<file path="config.mk">
export PLATFORM = sky130hd
export DESIGN_NAME = prpd_lane
export DESIGN_NICKNAME = d
export VERILOG_FILES = /design/src/rtl/prpd_pkg.sv /design/src/rtl/prpd_lane.sv
export SDC_FILE = /design/constraint.sdc
export NUM_CORES = 2
export LEC_CHECK = 0
export ABC_AREA = 1
export ABC_CLOCK_PERIOD_IN_PS = 14750
export BUFFER_PORTS_ARGS = -buffer_cell sky130_fd_sc_hd__clkbuf_2
export CAP_MARGIN = 20
export CORE_MARGIN = 3
export CORE_UTILIZATION = 55
export CTS_CLUSTER_SIZE = 14
export DETAILED_ROUTE_END_ITERATION = 10
export HOLD_SLACK_MARGIN = 0.06
export PLACE_DENSITY = 0.72
export SYNTH_ARGS = -nofsm -noshare
export SYNTH_HDL_FRONTEND = slang
export SYNTH_SLANG_ARGS = --single-unit
</file>
<file path="constraint.sdc">
create_clock -name clock -period 14.75 [get_ports clock]
set_clock_uncertainty 0.05 [all_clocks]
set_input_delay 3.6875 -clock clock [delete_from_list [all_inputs] [get_ports clock]]
set_output_delay 3.6875 -clock clock [all_outputs]
set_load 0.02 [all_outputs]
</file>
<file path="src/rtl/prpd_pkg.sv">
package prpd_pkg;

   localparam int CHANNELS    = 4;
   localparam int REPORTED    = 4;
   localparam int MASK_W      = 4;
   localparam int DRIVE_MAX   = 899;
   localparam int DRIVE_RESET = 699;
   localparam int DRIVE_W     = $clog2(DRIVE_MAX + 1);

   localparam int COUNT_W  = 16;
   localparam int SPEED_W  = 20;
   localparam int GAIN_W   = 14;
   localparam int ERR_W    = 21;
   localparam int DIFF_W   = ERR_W + 1;
   localparam int PPROD_W  = GAIN_W + 1 + ERR_W;
   localparam int DPROD_W  = GAIN_W + 1 + DIFF_W;
   localparam int ACC_W    = DPROD_W + 1;
   localparam int FRAC_W   = 12;
   localparam int LVL_W    = ACC_W - FRAC_W + 2;

   localparam logic [COUNT_W-1:0] COUNT_MAX = '1;

   localparam int CSR_ADDR_W = 5;
   localparam int CSR_DATA_W = 32;

   typedef enum logic [0:0] {
      REQ_PULSE = 1'b0,
      REQ_TICK  = 1'b1
   } req_kind_type;

   typedef enum logic [2:0] {
      REG_FEEDBACK = 3'd0,
      REG_KP       = 3'd1,
      REG_KD       = 3'd2,
      REG_SP0      = 3'd3,
      REG_SP1      = 3'd4,
      REG_SP2      = 3'd5,
      REG_SP3      = 3'd6
   } reg_index_type;

   localparam logic [GAIN_W-1:0] KP_RESET = GAIN_W'(614);
   localparam logic [GAIN_W-1:0] KD_RESET = GAIN_W'(819);

   // pipeline strobes shared by all lanes
   typedef struct packed {
      logic pulse_acc;
      logic s1_load;
      logic s1_fb;
      logic s2_load;
      logic s3_load;
      logic s3_fb;
   } lane_ctrl_type;

endpackage

</file>
<file path="src/rtl/prpd_lane.sv">
module prpd_lane
   import prpd_pkg::*;
(
   input  logic                clock,
   input  logic                reset,
   input  lane_ctrl_type       ctrl,
   input  logic                pulse,
   input  logic [SPEED_W-1:0]  setpoint,
   input  logic [GAIN_W-1:0]   kp,
   input  logic [GAIN_W-1:0]   kd,
   output logic [SPEED_W-1:0]  speed_out,
   output logic [DRIVE_W-1:0]  drive_out
);

   logic [COUNT_W-1:0]        count_ff, count_in;
   logic signed [ERR_W-1:0]   prev_err_ff, prev_err_in;
   logic [DRIVE_W-1:0]        drive_ff, drive_in;

   logic [SPEED_W-1:0]        speed1_ff, speed2_ff;
   logic signed [ERR_W-1:0]   err1_ff;
   logic signed [DIFF_W-1:0]  diff1_ff;
   logic signed [PPROD_W-1:0] pprod_ff;
   logic signed [DPROD_W-1:0] dprod_ff;

   logic [SPEED_W-1:0]        speed_now;
   logic signed [ERR_W-1:0]   err_now;
   logic signed [DIFF_W-1:0]  diff_now;
   logic signed [ACC_W-1:0]   acc;
   logic signed [LVL_W-1:0]   quot;
   logic                      round_up;
   logic signed [LVL_W-1:0]   lvl;
   logic [DRIVE_W-1:0]        clamped;

   // count times ten as two shifted copies
   assign speed_now = {1'b0, count_ff, 3'b000} + {3'b000, count_ff, 1'b0};
   assign err_now   = $signed({1'b0, speed_now}) - $signed({1'b0, setpoint});
   assign diff_now  = DIFF_W'(err_now) - DIFF_W'(prev_err_ff);

   always_comb begin
      count_in    = count_ff;
      prev_err_in = prev_err_ff;
      if (ctrl.s1_load) begin
         count_in = '0;
         if (ctrl.s1_fb) begin
            prev_err_in = err_now;
         end
      end else if (ctrl.pulse_acc && pulse && (count_ff != COUNT_MAX)) begin
         count_in = count_ff + COUNT_W'(1);
      end
   end

   // truncate toward zero: floor shift plus one for negative inexact sums
   assign acc      = ACC_W'(pprod_ff) + ACC_W'(dprod_ff);
   assign quot     = LVL_W'(acc >>> FRAC_W);
   assign round_up = acc[ACC_W-1] && (|acc[FRAC_W-1:0]);
   assign lvl      = $signed({{(LVL_W-DRIVE_W){1'b0}}, drive_ff}) + quot
                     + $signed({{(LVL_W-1){1'b0}}, round_up});

   always_comb begin
      if (lvl < 0) begin
         clamped = '0;
      end else if (lvl > LVL_W'(DRIVE_MAX)) begin
         clamped = DRIVE_W'(DRIVE_MAX);
      end else begin
         clamped = lvl[DRIVE_W-1:0];
      end
   end

   assign drive_in  = (ctrl.s3_load && ctrl.s3_fb) ? clamped : drive_ff;
   assign drive_out = ctrl.s3_fb ? clamped : drive_ff;
   assign speed_out = speed2_ff;

   always_ff @(posedge clock) begin
      if (reset) begin
         count_ff    <= '0;
         prev_err_ff <= '0;
         drive_ff    <= DRIVE_W'(DRIVE_RESET);
      end else begin
         count_ff    <= count_in;
         prev_err_ff <= prev_err_in;
         drive_ff    <= drive_in;
      end
   end

   always_ff @(posedge clock) begin
      if (ctrl.s1_load) begin
         speed1_ff <= speed_now;
         err1_ff   <= err_now;
         diff1_ff  <= diff_now;
      end
      if (ctrl.s2_load) begin
         speed2_ff <= speed1_ff;
         pprod_ff  <= $signed({1'b0, kp}) * err1_ff;
         dprod_ff  <= $signed({1'b0, kd}) * diff1_ff;
      end
   end

endmodule

</file>
==> impl_summary.txt <==
----------------------------------------------------
[Run status]
  Status ... finished clean

[Hold path]
  Cell count of the worst hold path ... 0
  Hold path endpoint ... speed_out[2]
  Launch point of the worst hold path ... speed1_ff[2]
  Class of the most critical hold timing path ... register to register

[Global route]
  Met3 track utilization from global routing ... 3.609%
  Vias in the first global route ... 28,190
  Initial antenna violation count ... 1
  Tot GR Track Use ... 26.05%
  Wire length of the first global-routing pass ... 140,100 um
  Remaining Overflow, GRT ... 0
  Met1 layer usage reported by global route ... 35.08%
  Most utilized layer in the global route result ... met2
  Met2 usage in global routing ... 44.04%
  Pin count of the biggest net entering global routing ... 62

[STA]
  Pin slew with the least headroom to its limit ... 0.9008 ns
  Remaining max-slew budget at the tightest pin ... 39.77%
  Fin. Hold Viols ... 0
  Final critical delay including setup and external delays ... 9.810 ns
  Upper clock frequency limit ... 101.9 MHz
  Max-slew violation total from the final report ... 0
  Final Setup Violations ... 0
  Sum of negative setup slack ... 0 ns
  Unrepaired setup endpoints after global routing ... no
  Tcrit/Tclk final ... 66.51%

[Synthesis]
  Cells after Synth ... 4,474
  Most used standard cell by instance count after synthesis ... sky130_fd_sc_hd__inv_1
  Cell type with the highest aggregate area in the netlist ... sky130_fd_sc_hd__fa_1
  Largest cells by area after synthesis ... sky130_fd_sc_hd__fa_1 (33%), sky130_fd_sc_hd__inv_1 (13%), sky130_fd_sc_hd__edfxtp_1 (13%), sky130_fd_sc_hd__nand2_1 (12%), sky130_fd_sc_hd__ha_1 (9.7%)
  Netlist cell types ... 51
  Synth top area share ... 32.62%
  Share of flip-flops with an asynchronous set or reset after synthesis ... 0%
  Net Count, Synth ... 5,378
  Sequential share of the synthesized area ... 15.80%
  Count of yosys warnings during synthesis ... 0
  Synthesized area per cell ... 7.874 um2
  Number of synthesized flops with an enable pin ... 154
  Main synth FF type ... sky130_fd_sc_hd__edfxtp_1
  Synthesized area ... 0.03523 mm2
  Number of synthesized register bits ... 201
  Most frequent cells after synthesis ... sky130_fd_sc_hd__inv_1 (1,262), sky130_fd_sc_hd__nand2_1 (1,172), sky130_fd_sc_hd__fa_1 (574)

[Setup path]
  Capture point of the worst reg-to-reg path ... dprod_ff[31]
  Data required time of the critical path ... 11.01 ns
  Crit Path Max Fanout ... 9
  Category of the worst setup path capture point ... output pin
  Critical path startpoint category ... register
  CP top delay family ... simple AND/OR/NAND/NOR gates
  Kind of critical path ... register to output pin
  Reg2Reg Launch Point ... diff1_ff[7]
  Crit path DAT ... 6.07 ns
  Register-to-Register Setup Slack ... 7.75 ns
  Cell count of the worst reg-to-reg path ... 23
  Combined buffer and inverter count along the critical path ... 3
  Most frequent cell on the critical path ... sky130_fd_sc_hd__nand2_1
  Cell type of the slowest stage on the worst timing path ... sky130_fd_sc_hd__fa_1
  Maximum cell stage delay along the critical path ... 0.47 ns
  Number of logic stages on the critical path including buffering ... 28

[Clocking]
  H-tree levels ... 1
  Root buffer selected by CTS ... sky130_fd_sc_hd__clkbuf_16
  Resized cells post-CTS ... 0
  Clock tree from TritonCTS ... done
  Hold_buf cts ... 0
  Clock transition at the registers of the reported paths ... 0.06 ns
  Maximum root-to-sink buffer count ... 3
  Number of buffers added by the clock tree synthesis step ... 21
  Count of clock tree sinks ... 201
  Insertion delay of the later-clocked pin in the worst-skew pair ... 0.53 ns
  Post-CTS repair timing setup buffer count ... 0

[Detailed routing]
  WL per Instance ... 15.65 um
  Number of antenna-violating nets in the routed design ... 0
  Number of vias per cell after detailed routing ... 5.118
  Post-Route WL ... 83,560 um
  Via total after detailed routing ... 27,330
  DR pass1 iterations ... 6
  Number of DRC violations after detailed-routing iteration 0 ... 2,091
  DRC violation count after routing ... 0

[Final layout]
  N_diodes ... 0
  Synth-to-layout area growth ... 5.068%
  Net count reported at finish ... 5,383
  Total of fill cells in the finished design ... 5,736
  Proportion of layout cells with a drive suffix above 1 ... 4.228%

[Die]
  I/O pin cnt ... 87
  Floorplan row count ... 92
  Floorplan Core Area ... 0.06320 mm2
  Die Span Y ... 259.1 um
  Area enclosed by the die boundary ... 0.06713 mm2
  Initial cell density of the core ... 55.75%
  Die width ... 259.1 um

[Placement]
  Placer congestion estimate ... 0.9445
  Quantity of I/O buffers inserted on ports ... 85
  DPL Wire Length ... 68,380 um

[Run]
  Max capacitance violation total ... 0

----------------------------------------------------
-- stage by stage --
stage | cells | setup slack (ns) | hold WS (ns) | util (%) | instance area, um2
floorplan | 4474 | 5.442 | 0.3503 | - | 35230
global placement | 5302 | 4.679 | 0.3521 | 57.52 | 36350
detailed placement | 5302 | 4.531 | 0.3545 | 57.52 | 36350
CTS | 5340 | 4.908 | 0.3716 | 58.57 | 37010
global route | 5340 | 4.303 | 0.3814 | 58.57 | 37010
finish | 5340 | 4.940 | 0.3726 | 58.57 | 37010
-- routing by layer --
layer / routed length [um] / vias up / part of all wire (%)
met5: 0 / - / 0
met4: 2755 / 0 / 3.3
met3: 5493 / 157 / 6.6
met2: 39640 / 831 / 47
met1: 35670 / 13180 / 43
li1: - / 13170 / -
-- kinds of logic after synthesis --
kind of cell | after synthesis | synth area share, %
AOI/OAI and AO/OA | 383 | 5.960
adders and majority gates | 847 | 42.31
buffers and inverters | 1376 | 14.67
xor gates and xnor gates | 148 | 3.701
and+or+nand+nor | 1518 | 17.55
DFF | 201 | 15.80
other | 1 | 0.01064
-- worst reg2reg max path: cells and delay by family (launching register included) --
family / cells / cell delay [ns]
adder cells (fa/ha/maj): 7 / 3.34
buffers and inverters: 3 / 0.16
AND/OR/NAND/NOR: 5 / 0.43
flip-flops: 1 / 0.83
AO/OA/AOI/OAI: 8 / 1.98
-- layout make-up --
cell class | count | area (um2) | area share, %
clock inverter | 9 | 107.6 | 0.2907
tap | 846 | 1059 | 2.860
timing repair buffer | 92 | 480.5 | 1.298
inverter | 1266 | 4752 | 12.84
multi-input combinational | 2897 | 24490 | 66.18
clock buffer | 29 | 555.5 | 1.501
sequential | 201 | 5565 | 15.04
-- worst max-delay path by stage --
stage / slack [ns] / end / start
3_3_place_gp: 4.68 / dprod_ff[31] / kd[3]
5_1_grt: 4.30 / drive_out[8] / dprod_ff[0]
6_report: 4.94 / drive_out[2] / dprod_ff[0]
3_5_place_dp: 4.53 / dprod_ff[31] / kd[4]
4_1_cts: 4.91 / drive_out[2] / dprod_ff[0]
2_1_floorplan: 5.44 / dprod_ff[31] / kd[3]
-- flip-flops by register name, summed over array words and instances (netlist names) --
| name | flops |
|---|---|
| count_ff | 16 |
| prev_err_ff | 21 |
| dprod_ff | 37 |
| err1_ff | 21 |
| speed1_ff | 19 |
| drive_ff | 10 |
| diff1_ff | 22 |
| pprod_ff | 36 |
| speed_out | 19 |
-- cell usage in the layout (no fill, tap or decap), types with 4 or more instances in the layout --
cell	n
sky130_fd_sc_hd__clkbuf_1	8
sky130_fd_sc_hd__xor2_1	96
sky130_fd_sc_hd__a21o_1	8
sky130_fd_sc_hd__nand2_2	22
sky130_fd_sc_hd__dfxtp_1	47
sky130_fd_sc_hd__nand3_1	91
sky130_fd_sc_hd__a31oi_1	21
sky130_fd_sc_hd__a21oi_1	196
sky130_fd_sc_hd__nor3_1	14
sky130_fd_sc_hd__clkbuf_2	83
sky130_fd_sc_hd__xnor2_1	51
sky130_fd_sc_hd__inv_1	1262
sky130_fd_sc_hd__edfxtp_1	154
sky130_fd_sc_hd__nand3_2	9
sky130_fd_sc_hd__a211oi_1	6
sky130_fd_sc_hd__o21bai_1	12
sky130_fd_sc_hd__nand2_1	1172
sky130_fd_sc_hd__o21ai_0	98
sky130_fd_sc_hd__nor2_2	18
sky130_fd_sc_hd__nand4_1	21
sky130_fd_sc_hd__fa_1	574
sky130_fd_sc_hd__buf_4	8
sky130_fd_sc_hd__a21boi_0	16
sky130_fd_sc_hd__o21ai_1	13
sky130_fd_sc_hd__clkbuf_16	21
sky130_fd_sc_hd__nor2_1	150
sky130_fd_sc_hd__o31ai_1	4
sky130_fd_sc_hd__ha_1	273
Power is not shown: default switching activity piles up to over one toggle a cycle in this logic, so the estimate is an artifact.
