--- src/rtl/prpd_pkg.sv ---
package prpd_pkg;

   localparam int CHANNELS    = 4;
   localparam int REPORTED    = 4;
   localparam int MASK_W      = 4;
   localparam int DRIVE_MAX   = 899;
   localparam int DRIVE_RESET = 699;
   localparam int DRIVE_W     = $clog2(DRIVE_MAX + 1);

   localparam int COUNT_W  = 16;
   localparam int SPEED_W  = 20;
   localparam int GAIN_W   = 14;
   localparam int ERR_W    = 21;
   localparam int DIFF_W   = ERR_W + 1;
   localparam int PPROD_W  = GAIN_W + 1 + ERR_W;
   localparam int DPROD_W  = GAIN_W + 1 + DIFF_W;
   localparam int ACC_W    = DPROD_W + 1;
   localparam int FRAC_W   = 12;
   localparam int LVL_W    = ACC_W - FRAC_W + 2;

   localparam logic [COUNT_W-1:0] COUNT_MAX = '1;

   localparam int CSR_ADDR_W = 5;
   localparam int CSR_DATA_W = 32;

   typedef enum logic [0:0] {
      REQ_PULSE = 1'b0,
      REQ_TICK  = 1'b1
   } req_kind_type;

   typedef enum logic [2:0] {
      REG_FEEDBACK = 3'd0,
      REG_KP       = 3'd1,
      REG_KD       = 3'd2,
      REG_SP0      = 3'd3,
      REG_SP1      = 3'd4,
      REG_SP2      = 3'd5,
      REG_SP3      = 3'd6
   } reg_index_type;

   localparam logic [GAIN_W-1:0] KP_RESET = GAIN_W'(614);
   localparam logic [GAIN_W-1:0] KD_RESET = GAIN_W'(819);

   // pipeline strobes shared by all lanes
   typedef struct packed {
      logic pulse_acc;
      logic s1_load;
      logic s1_fb;
      logic s2_load;
      logic s3_load;
      logic s3_fb;
   } lane_ctrl_type;

endpackage

--- src/rtl/prpd_ctrl.sv ---
module prpd_ctrl
   import prpd_pkg::*;
(
   input  logic          clock,
   input  logic          reset,
   input  logic          req_valid,
   input  logic          req_type,
   output logic          req_ready,
   output logic          rsp_valid,
   input  logic          rsp_ready,
   input  logic          fb_enable,
   output lane_ctrl_type ctrl
);

   logic s1_v_ff, s1_v_in;
   logic s2_v_ff, s2_v_in;
   logic out_v_ff, out_v_in;
   logic s2_fb_ff, s2_fb_in;
   logic out_en, s2_en, s1_en;
   logic accept;

   assign out_en = !out_v_ff || rsp_ready;
   assign s2_en  = !s2_v_ff || out_en;
   assign s1_en  = !s1_v_ff || s2_en;

   assign req_ready = s1_en;
   assign rsp_valid = out_v_ff;
   assign accept    = req_valid && s1_en;

   always_comb begin
      ctrl.pulse_acc = accept && (req_type == REQ_PULSE);
      ctrl.s1_load   = accept && (req_type == REQ_TICK);
      ctrl.s1_fb     = fb_enable;
      ctrl.s2_load   = s1_v_ff && s2_en;
      ctrl.s3_load   = s2_v_ff && out_en;
      ctrl.s3_fb     = s2_fb_ff;
   end

   always_comb begin
      s1_v_in  = s1_v_ff;
      s2_v_in  = s2_v_ff;
      out_v_in = out_v_ff;
      s2_fb_in = s2_fb_ff;
      if (s1_en) begin
         s1_v_in = ctrl.s1_load;
      end
      if (s2_en) begin
         s2_v_in  = s1_v_ff;
         s2_fb_in = fb_enable;
      end
      if (out_en) begin
         out_v_in = s2_v_ff;
      end
   end

   always_ff @(posedge clock) begin
      if (reset) begin
         s1_v_ff  <= 1'b0;
         s2_v_ff  <= 1'b0;
         out_v_ff <= 1'b0;
         s2_fb_ff <= 1'b0;
      end else begin
         s1_v_ff  <= s1_v_in;
         s2_v_ff  <= s2_v_in;
         out_v_ff <= out_v_in;
         s2_fb_ff <= s2_fb_in;
      end
   end

endmodule

--- config.mk ---
export PLATFORM = sky130hd
export DESIGN_NAME = prpd_ctrl
export DESIGN_NICKNAME = d
export VERILOG_FILES = /design/src/rtl/prpd_pkg.sv /design/src/rtl/prpd_ctrl.sv
export SDC_FILE = /design/constraint.sdc
export NUM_CORES = 1
export LEC_CHECK = 0
export BUFFER_PORTS_ARGS = -buffer_cell sky130_fd_sc_hd__buf_4
export CORE_AREA = 2 2 39 41
export DETAILED_ROUTE_END_ITERATION = 8
export DIE_AREA = 0 0 41 43
export PLACE_DENSITY = 0.41
export SYNTH_ARGS = -nofsm -noshare
export SYNTH_HDL_FRONTEND = slang
export SYNTH_SLANG_ARGS = --single-unit
--- constraint.sdc ---
create_clock -name clock -period 1.8 [get_ports clock]
set_input_delay 0.09 -clock clock [delete_from_list [all_inputs] [get_ports clock]]
set_output_delay 0.09 -clock clock [all_outputs]
set_load 0.01 [all_outputs]
==> results of run 1 <==
-- worst paths after layout --
| kind | startpoint | to | cells past startpoint |
|---|---|---|---|
| max reg2reg | rsp_valid | s2_fb_ff | 2 |
| max | rsp_valid | ctrl[4] | 3 |
| min reg2reg | s1_v_ff | s2_v_ff | 2 |
| min | reset | s1_v_ff | 2 |
-- routing by layer --
layer	track usage [%]	vias up	part of all wire (%)
met5	0	-	0
met4	4.00	0	0
met3	6.28	0	14
met2	10.0	13	45
met1	8.36	88	40
li1	-	101	-
-- cell usage in the layout (no fill, tap or decap) --
cell,netlist,final
and3_1,1,1
nand3b_1,1,1
nand2_1,1,1
and3b_1,1,1
clkbuf_4,0,3
mux2i_1,1,1
nand2b_1,3,3
inv_1,2,2
a21oi_1,3,3
buf_4,2,13
and2_1,2,2
nand4b_2,1,1
dfxtp_1,4,4
-- power by group through the flow --
stage | combinational [uW] | clock (uW) | sequential (uW)
after floorplan | 15.0 | 0 | 96.2
after global placement | 33.0 | 0 | 96.4
after detailed placement | 34.1 | 0 | 96.7
after CTS | 34.2 | 114 | 95.4
after global routing | 37.2 | 118 | 95.8
final | 33.6 | 107 | 95.4
-- flip-flops by register name, indices dropped and copies added, names as in the netlist --
register / count
s2_fb_ff: 1
s2_v_ff: 1
rsp_valid: 1
s1_v_ff: 1
-- layout make-up --
class                   instances  area (sq um)  area share [%]
clock buffers                   3          22.5            6.92
inverters                       2          7.51            2.31
multi-input cells              14          97.6            30.0
flip-flops and latches          4          80.1            24.6
well taps                      16          20.0            6.15
repair buffers                 13          97.6            30.0
-- per-stage QoR --
| step | utilization [%] | worst slack (ps) | power [uW] | instances | cell area (sq um) |
|---|---|---|---|---|---|
| floorplan | - | 868 | 111 | 22 | 200 |
| CTS | 23.5 | 556 | 244 | 52 | 325 |
| finish | 23.5 | 580 | 236 | 52 | 325 |
| global placement | 21.9 | 856 | 129 | 49 | 303 |
| detailed placement | 21.9 | 812 | 131 | 49 | 303 |
| global route | 23.5 | 485 | 252 | 52 | 325 |
-- kinds of logic after synthesis --
group	after synthesis	share of synthesized area, %
and+or+nand+nor	10	36.3
DFF	4	40.0
buffers and inverters	4	11.2
AOI/OAI and AO/OA	3	7.50
muxes	1	5.00
-- critical path: stages, from the launching register on --
cell and delay [ps]:
dfxtp_1 380, nand4b_2 170, and3_1 210, buf_4 140
==> metrics.md, run 1 <==
| Metric | Value |
|---|---|
| Reg2reg setup slack | `1010 ps` |
| CP max FO | `4` |
| Total clock sinks | `4` |
| First-pass GRT wire length | `841 um` |
| GPL Wtd Cong | `0.655` |
| Final hold vios | `0` |
| Yosys reg bits | `4` |
| Max-slew headroom | `89.5%` |
| Placeable Area | `1380 sq um` |
| Final period utilization | `67.8%` |
| Sequential power share | `40.5%` |
| LEAKAGE | `0.000172 uW` |
| Switch share | `20.4%` |
| Detailed Route WL | `491 um` |
| Post-synth EDFFs | `0` |
| Max Cap Viol | `0` |
| Top cells by area, synth | `dfxtp_1 40%, nand2b_1 9.4%, a21oi_1 7.5%` |
| Share of cells above drive strength 1 | `between 40% and 50%` |
| Synth top area share | `40.0%` |
| Clock Path Buffers | `2` |
| Post-synthesis area per instance | `roughly 9 sq um` |
| Clock insertion delay at the later pin of the skew report | `230 ps` |
| # nets final | `44` |
| N_diodes | `0` |
| CTS tree | `done` |
| Syn Nets | `28` |
| Post-CTS Hold Buffers | `0` |
| Iteration-0 DRC Markers | `1` |
| Worst Skew | `3.48 ps` |
| Wire length per cell | `9.44 um` |
| Clk pin slew, worst setup/hold paths | `30 ps` |
| Initial antenna violation count | `0` |
| Post-synth cell types | `12` |
| Top cells by count, synth | `4 x dfxtp_1, 3 x a21oi_1, 3 x nand2b_1` |
| Psw | `48.1 uW` |
| Cell taking the most area after synthesis | `dfxtp_1` |
| Period minus WS final | `1220 ps` |
| Post-synthesis sequential area ratio | `40.0%` |
| Final HPWL DP | `412 um` |
| Clock network power share | `45.2%` |
| Pwr per Cell Area | `724 nW/um^2` |
| # setup viols final | `0` |
| Vias per std cell | `3.88` |
| Status | `completed` |
| Total Routing Usage GR | `under 10%` |
| Internal | `roughly 190 uW` |
| Post-CTS sizing | `0` |
| Vias in the first global route | `200` |
| Die area | `1760 sq um` |
| Critical Path RT | `1710 ps` |
| Pin count of the biggest net entering global routing | `6` |
| CP startpoint kind | `register` |
| ANT nets after route | `0` |
| Fillers | `163` |
| RSZ-0062 raised after global routing | `false` |
| PortBufs | `13` |
| Pins Over Slew Limit | `0` |
| Cell Area, Synth | `200 sq um` |
| Yosys warning total | `0` |
| VDD IR max | `roughly 0.26 mV` |
| Inserted Clock Buffers | `3` |
| Postcts setup bufs | `0` |
| Area Growth Syn to Fin | `62.5%` |
| Worst slew pin tran | `158 ps` |
| DIE WIDTH | `41 um` |
| Grt total ovfl | `0` |
| Post-Route Setup TNS | `0 ps` |
| Achievable clock frequency | `820 MHz` |
| DRC | `0` |
| WS Path Type | `reg -> out` |
| Asr flop ratio synth | `0%` |
| H-tree levels | `1` |
| Nature of the critical path endpoint | `primary output` |
| Initial core utilization | `14.5%` |
| Die Height | `between 40 and 50 um` |
| WHS | `approximately 57 ps` |
| Initial DRT Pass Iterations | `4` |
| Crit path DAT | `1130 ps` |
| Comb pwr share | `14.3%` |
| Root Driver | `clkbuf_4` |
| Synthesized instance count | `22` |
| Site Rows | `14` |
| Worst Hold Class | `in -> reg` |
| Most common cell in the netlist | `dfxtp_1` |
| Vias | `202` |
| Post-synth top flop | `dfxtp_1` |
| Ports | `14` |
No activity file was read; power rests on OpenSTA's default activity.
==> run 2, diff against run 1 <==
Settings changed: PLACE_DENSITY 0.41 to 0.42.
Clock period 1.8 ns to 1.1 ns, I/O delays scaled along.
==> metrics.md, run 2 (synthesis results as in run 1) <==
| Metric | Value |
|---|---|
| Worst Skew | `0.454 ps (-3.02 ps)` |
| Initial core utilization | `14.5% (unchanged)` |
| Final instance area | `379 sq um (+17%)` |
| Final HPWL DP | `400 um (-2.7%)` |
| Placed inst area | `303 sq um (unchanged)` |
| # setup viols final | `0 (unchanged)` |
| Most common cell after layout, fill and taps aside | `buf_4` |
| Clk pin slew, worst setup/hold paths | `40 ps (about the same)` |
| Placeable Area | `1380 sq um (unchanged)` |
| Grt total ovfl | `0 (unchanged)` |
| First-pass GRT wire length | `745 um (-11%)` |
| Pwr per Cell Area | `1060 nW/um^2 (+46%)` |
| PortBufs | `13 (unchanged)` |
| VDD IR max | `0.426 mV (+67%)` |
| Pins Over Slew Limit | `0 (unchanged)` |
| Area Growth Syn to Fin | `89.4%` |
| Clock Path Buffers | `2 (unchanged)` |
| RSZ-0062 raised after global routing | `true` |
| Total Routing Usage GR | `7.04% (-0.59 points)` |
| Status | `completed` |
| Vias | `216 (+6.9%)` |
| Total clock sinks | `4 (unchanged)` |
| Final period utilization | `98.6%` |
| Ports | `14 (unchanged)` |
| Critical Path RT | `1040 ps (-670 ps)` |
| Clock insertion delay at the later pin of the skew report | `240 ps (about the same)` |
| Cell Count, Final, Fillers Out | `55 (+5.8%)` |
| DIE WIDTH | `41 um (unchanged)` |
| Total power | `401 uW (+70%)` |
| Placed Instances | `49 (unchanged)` |
| Commonest non-fill, non-tap cells in the layout | `14 x buf_4, 3 x nand2b_1, 3 x a21oi_1, 3 x clkbuf_4, 3 x dfxtp_4` |
| Detailed Route WL | `522 um (+6.3%)` |
| Site Rows | `14 (unchanged)` |
| Vias in the first global route | `185 (-7.5%)` |
| Iteration-0 DRC Markers | `3 (+2)` |
| CP max FO | `4 (unchanged)` |
| Setup ws final | `15.7 ps (-564 ps)` |
| Share of cells above drive strength 1 | `59.0% (+12 points)` |
| Achievable clock frequency | `approximately 920 MHz` |
| Die Height | `43 um (unchanged)` |
| Max-slew headroom | `92.0% (+2.6 points)` |
| DRC | `0 (unchanged)` |
| Crit path DAT | `1030 ps (-100 ps)` |
| Root Driver | `clkbuf_4` |
| Pin count of the biggest net entering global routing | `6 (unchanged)` |
| Fillers | `154 (-5.5%)` |
| # nets final | `47 (+6.8%)` |
| ANT nets after route | `0 (unchanged)` |
| Wire length per cell | `9.49 um (+0.51%)` |
| Vias per std cell | `3.93 (+1.1%)` |
| Final hold vios | `0 (unchanged)` |
| WS Path Type | `reg -> out` |
| Initial antenna violation count | `0 (unchanged)` |
| CP startpoint kind | `register` |
| CTS tree | `done` |
| H-tree levels | `1 (unchanged)` |
| WHS | `74.2 ps (+16.8 ps)` |
| Period minus WS final | `1080 ps` |
| N_diodes | `0 (unchanged)` |
| Initial DRT Pass Iterations | `3 (-1)` |
| Die area | `1760 sq um (unchanged)` |
| Inserted Clock Buffers | `3 (unchanged)` |
| LEAKAGE | `0.000199 uW (+16%)` |
| Worst Hold Class | `in -> reg` |
| Nature of the critical path endpoint | `primary output` |
| Max Cap Viol | `0 (unchanged)` |
| GPL Wtd Cong | `0.666 (+1.6%)` |
| Worst Setup Slack post-DPL | `159 ps (-654 ps)` |
| Worst slew pin tran | `116 ps (-41.6 ps)` |
run 2: critical path, cell delays in order (launching register included):
cell	delay (ps)
dfxtp_4	360
nand4b_4	120
and3b_1	200
buf_6	120
run 2: timing repair:
item | 4_1_cts | 5_1_grt
endpoints found under the setup margin | 3 | 2
cloned | 0 | 0
gates resized for setup | 7 | 2
hold buffers | 1 | 0
setup buffers | 2 | 0
pin swaps | 3 | 3
endpoints found under the hold margin | 3 | 0
run 2: path summary, 6_finish.rpt:
check	depth (start not counted)	start	slack (ps)	end
min reg2reg	2	s2_fb_ff	480	s2_fb_ff
max reg2reg	3	s2_v_ff	270	s2_fb_ff
min	3	req_valid	70	s1_v_ff
max	3	rsp_valid	20	ctrl[5]
run 2: through the flow:
step | utilization (%) | setup TNS, ps
floorplan | - | 0
global placement | 21.9 | 0
detailed placement | 21.9 | 0
CTS | 26.9 | -26.1
global route | 27.4 | -22.4
finish | 27.4 | 0
run 2: power by group:
group | switching [uW] | leakage, uW | total (uW) | internal [uW]
clock | 64.9 | 0.0000138 | 187 | 122
combinational | 21.8 | 0.000151 | 61.6 | 39.8
sequential | 5.41 | 0.0000350 | 152 | 147
total | 92.2 | 0.000199 | 401 | 309
run 2: area by class of cell:
type | instances | area [sq um] | share of cell area (%)
clock buffer | 3 | 22.5 | 5.94
inverter | 2 | 7.51 | 1.98
multi-input combinational | 14 | 111 | 29.4
sequential | 4 | 91.3 | 24.1
tap | 16 | 20.0 | 5.28
timing repair buffer | 16 | 126 | 33.3
run 2: metal layers:
metal	vias up	wire, um	global-route usage (%)
li1	106	-	-
met1	94	193	7.77
met2	14	228	7.81
met3	2	91	7.85
met4	0	8	4.00
met5	-	0	0
==> run 3, diff against run 2 <==
Settings changed: PLACE_DENSITY 0.42 to 0.5, RECOVER_POWER from default to 100.
Clock period 1.1 ns to 0.9 ns, I/O delays scaled along.
==> metrics.md, run 3 (synthesis results as in run 1) <==
| Metric | Value |
|---|---|
| Status | `complete, but fails checks` |
| Failing checks | `setup timing` |
| First-pass GRT wire length | `745 um (unchanged)` |
| Final Core Density | `31.6% (+4.2 points)` |
| Max Cap Viol | `0 (unchanged)` |
| Clock Path Buffers | `2 (unchanged)` |
| Worst slew pin tran | `107 ps (-9.75 ps)` |
| Nature of the critical path endpoint | `primary output` |
| # setup viols final | `6 (+6)` |
| Grt total ovfl | `0 (unchanged)` |
| Critical Path RT | `850 ps (-190 ps)` |
| Most common cell after layout, fill and taps aside | `buf_4` |
| WHS | `71.0 ps (-3.16 ps)` |
| Root Driver | `clkbuf_4` |
| Vias in the first global route | `204 (+10%)` |
| Die area | `1760 sq um (unchanged)` |
| GPL Wtd Cong | `0.639 (-4.0%)` |
| Wire length per cell | `8.57 um (-9.7%)` |
| Clock insertion delay at the later pin of the skew report | `230 ps (about the same)` |
| Iteration-0 DRC Markers | `1 (-2)` |
| DIE WIDTH | `41 um (unchanged)` |
| Share of cells above drive strength 1 | `65.9% (+6.9 points)` |
| WS Path Type | `reg -> out` |
| H-tree levels | `1 (unchanged)` |
| Area Growth Syn to Fin | `118%` |
| N_diodes | `0 (unchanged)` |
| Vias | `227 (+5.1%)` |
| CP startpoint kind | `register` |
| Commonest non-fill, non-tap cells in the layout | `10 x buf_4, 7 x buf_6, 3 x clkbuf_4, 3 x clkbuf_1, 3 x dfxtp_2` |
| VDD IR max | `0.441 mV (+3.5%)` |
| Pin count of the biggest net entering global routing | `6 (unchanged)` |
| LEAKAGE | `0.000226 uW (+13%)` |
| Crit path DAT | `1010 ps (-20 ps)` |
| Initial core utilization | `14.5% (unchanged)` |
| Final HPWL DP | `362 um (-9.7%)` |
| Final period utilization | `118%` |
| Period minus WS final | `1060 ps` |
| # nets final | `52 (+11%)` |
| Initial antenna violation count | `0 (unchanged)` |
| Detailed Route WL | `514 um (-1.5%)` |
| Site Rows | `14 (unchanged)` |
| Worst Hold Class | `in -> reg` |
| DRC | `0 (unchanged)` |
| ANT nets after route | `0 (unchanged)` |
| Inserted Clock Buffers | `3 (unchanged)` |
| PortBufs | `13 (unchanged)` |
| Die Height | `43 um (unchanged)` |
| Pwr per Cell Area | `1160 nW/um^2 (+9.4%)` |
| Vias per std cell | `3.78 (-3.7%)` |
| Max-slew headroom | `92.7% (+0.67 points)` |
| Achievable clock frequency | `944 MHz` |
| Total Routing Usage GR | `6.83% (-0.21 points)` |
| Worst Setup Slack post-DPL | `11.4 ps (-147 ps)` |
| CTS tree | `done` |
| Initial DRT Pass Iterations | `2 (-1)` |
| Total clock sinks | `4 (unchanged)` |
| Worst Skew | `3.55 ps (+3.09 ps)` |
| Pins Over Slew Limit | `0 (unchanged)` |
| Final hold vios | `0 (unchanged)` |
| Placeable Area | `1380 sq um (unchanged)` |
| Setup ws final | `-159 ps (-175 ps)` |
| CP max FO | `4 (unchanged)` |
| Fillers | `149 (-3.2%)` |
| RSZ-0062 raised after global routing | `true` |
| Clk pin slew, worst setup/hold paths | `40 ps (about the same)` |
| Post-Route Setup TNS | `-709 ps (-709 ps)` |
| Ports | `14 (unchanged)` |
[run 3: cell count changes in the layout (fill, tap and decap cells not counted)]
cell,delta
dfxtp_2,+3
and2_1,-2
nand2b_4,+1
buf_6,+6
a21oi_1,-1
buf_4,-4
and2_4,+2
dfxtp_4,-3
a21oi_2,+1
clkbuf_1,+3
nand2b_1,-1
[run 3: path summary, 6_finish.rpt]
kind                   end  startpoint  cells past startpoint  slack [ps]
hold / removal     s1_v_ff   req_valid                      3          70
setup / recovery   ctrl[5]     s2_v_ff                      3        -160
hold reg to reg   s2_fb_ff    s2_fb_ff                      2         480
setup reg to reg  s2_fb_ff     s2_v_ff                      3          40
[run 3: through the flow]
step / cells / cell area (sq um) / total power [uW]
after detailed placement: 53 / 333 / 266
final: 60 / 437 / 505
after global placement: 53 / 333 / 265
after CTS: 61 / 453 / 521
after floorplan: 22 / 200 / 222
after global routing: 60 / 437 / 535
[run 3: repair_timing]
action,in CTS,in global routing
hold buffers,1,0
endpoints found under the setup margin,5,8
pin swaps,5,3
endpoints found under the hold margin,3,0
setup buffers,4,0
cloned,0,0
gates resized for setup,15,3
[run 3: report_power, final]
| part | switching [uW] | internal, uW | leakage (uW) |
|---|---|---|---|
| Combinational | 31.9 | 61.2 | 0.000178 |
| Sequential | 6.28 | 186 | 0.0000341 |
| Clock | 71.0 | 149 | 0.0000138 |
| Total | 109 | 396 | 0.000226 |
[run 3: layout make-up]
type,instances,area (sq um),share of cell area [%]
repair buffers,21,175,40.1
multi-input cells,14,128,29.2
flip-flops and latches,4,83.8,19.2
clock buffers,3,22.5,5.16
well taps,16,20.0,4.58
inverters,2,7.51,1.72
[run 3: worst max-delay path, cell delays in order, from the launching register on]
cell,delay (ps)
dfxtp_2,360
nand4b_4,120
and3b_1,190
buf_6,120
[run 3: routing by layer]
metal	global-route usage, %	up-vias	share of wire, %	wire (um)
li1	-	115	-	-
met5	0	-	0	0
met4	6.00	0	0	0
met1	7.10	104	39	202
met2	8.75	8	52	269
met3	4.71	0	8.2	42
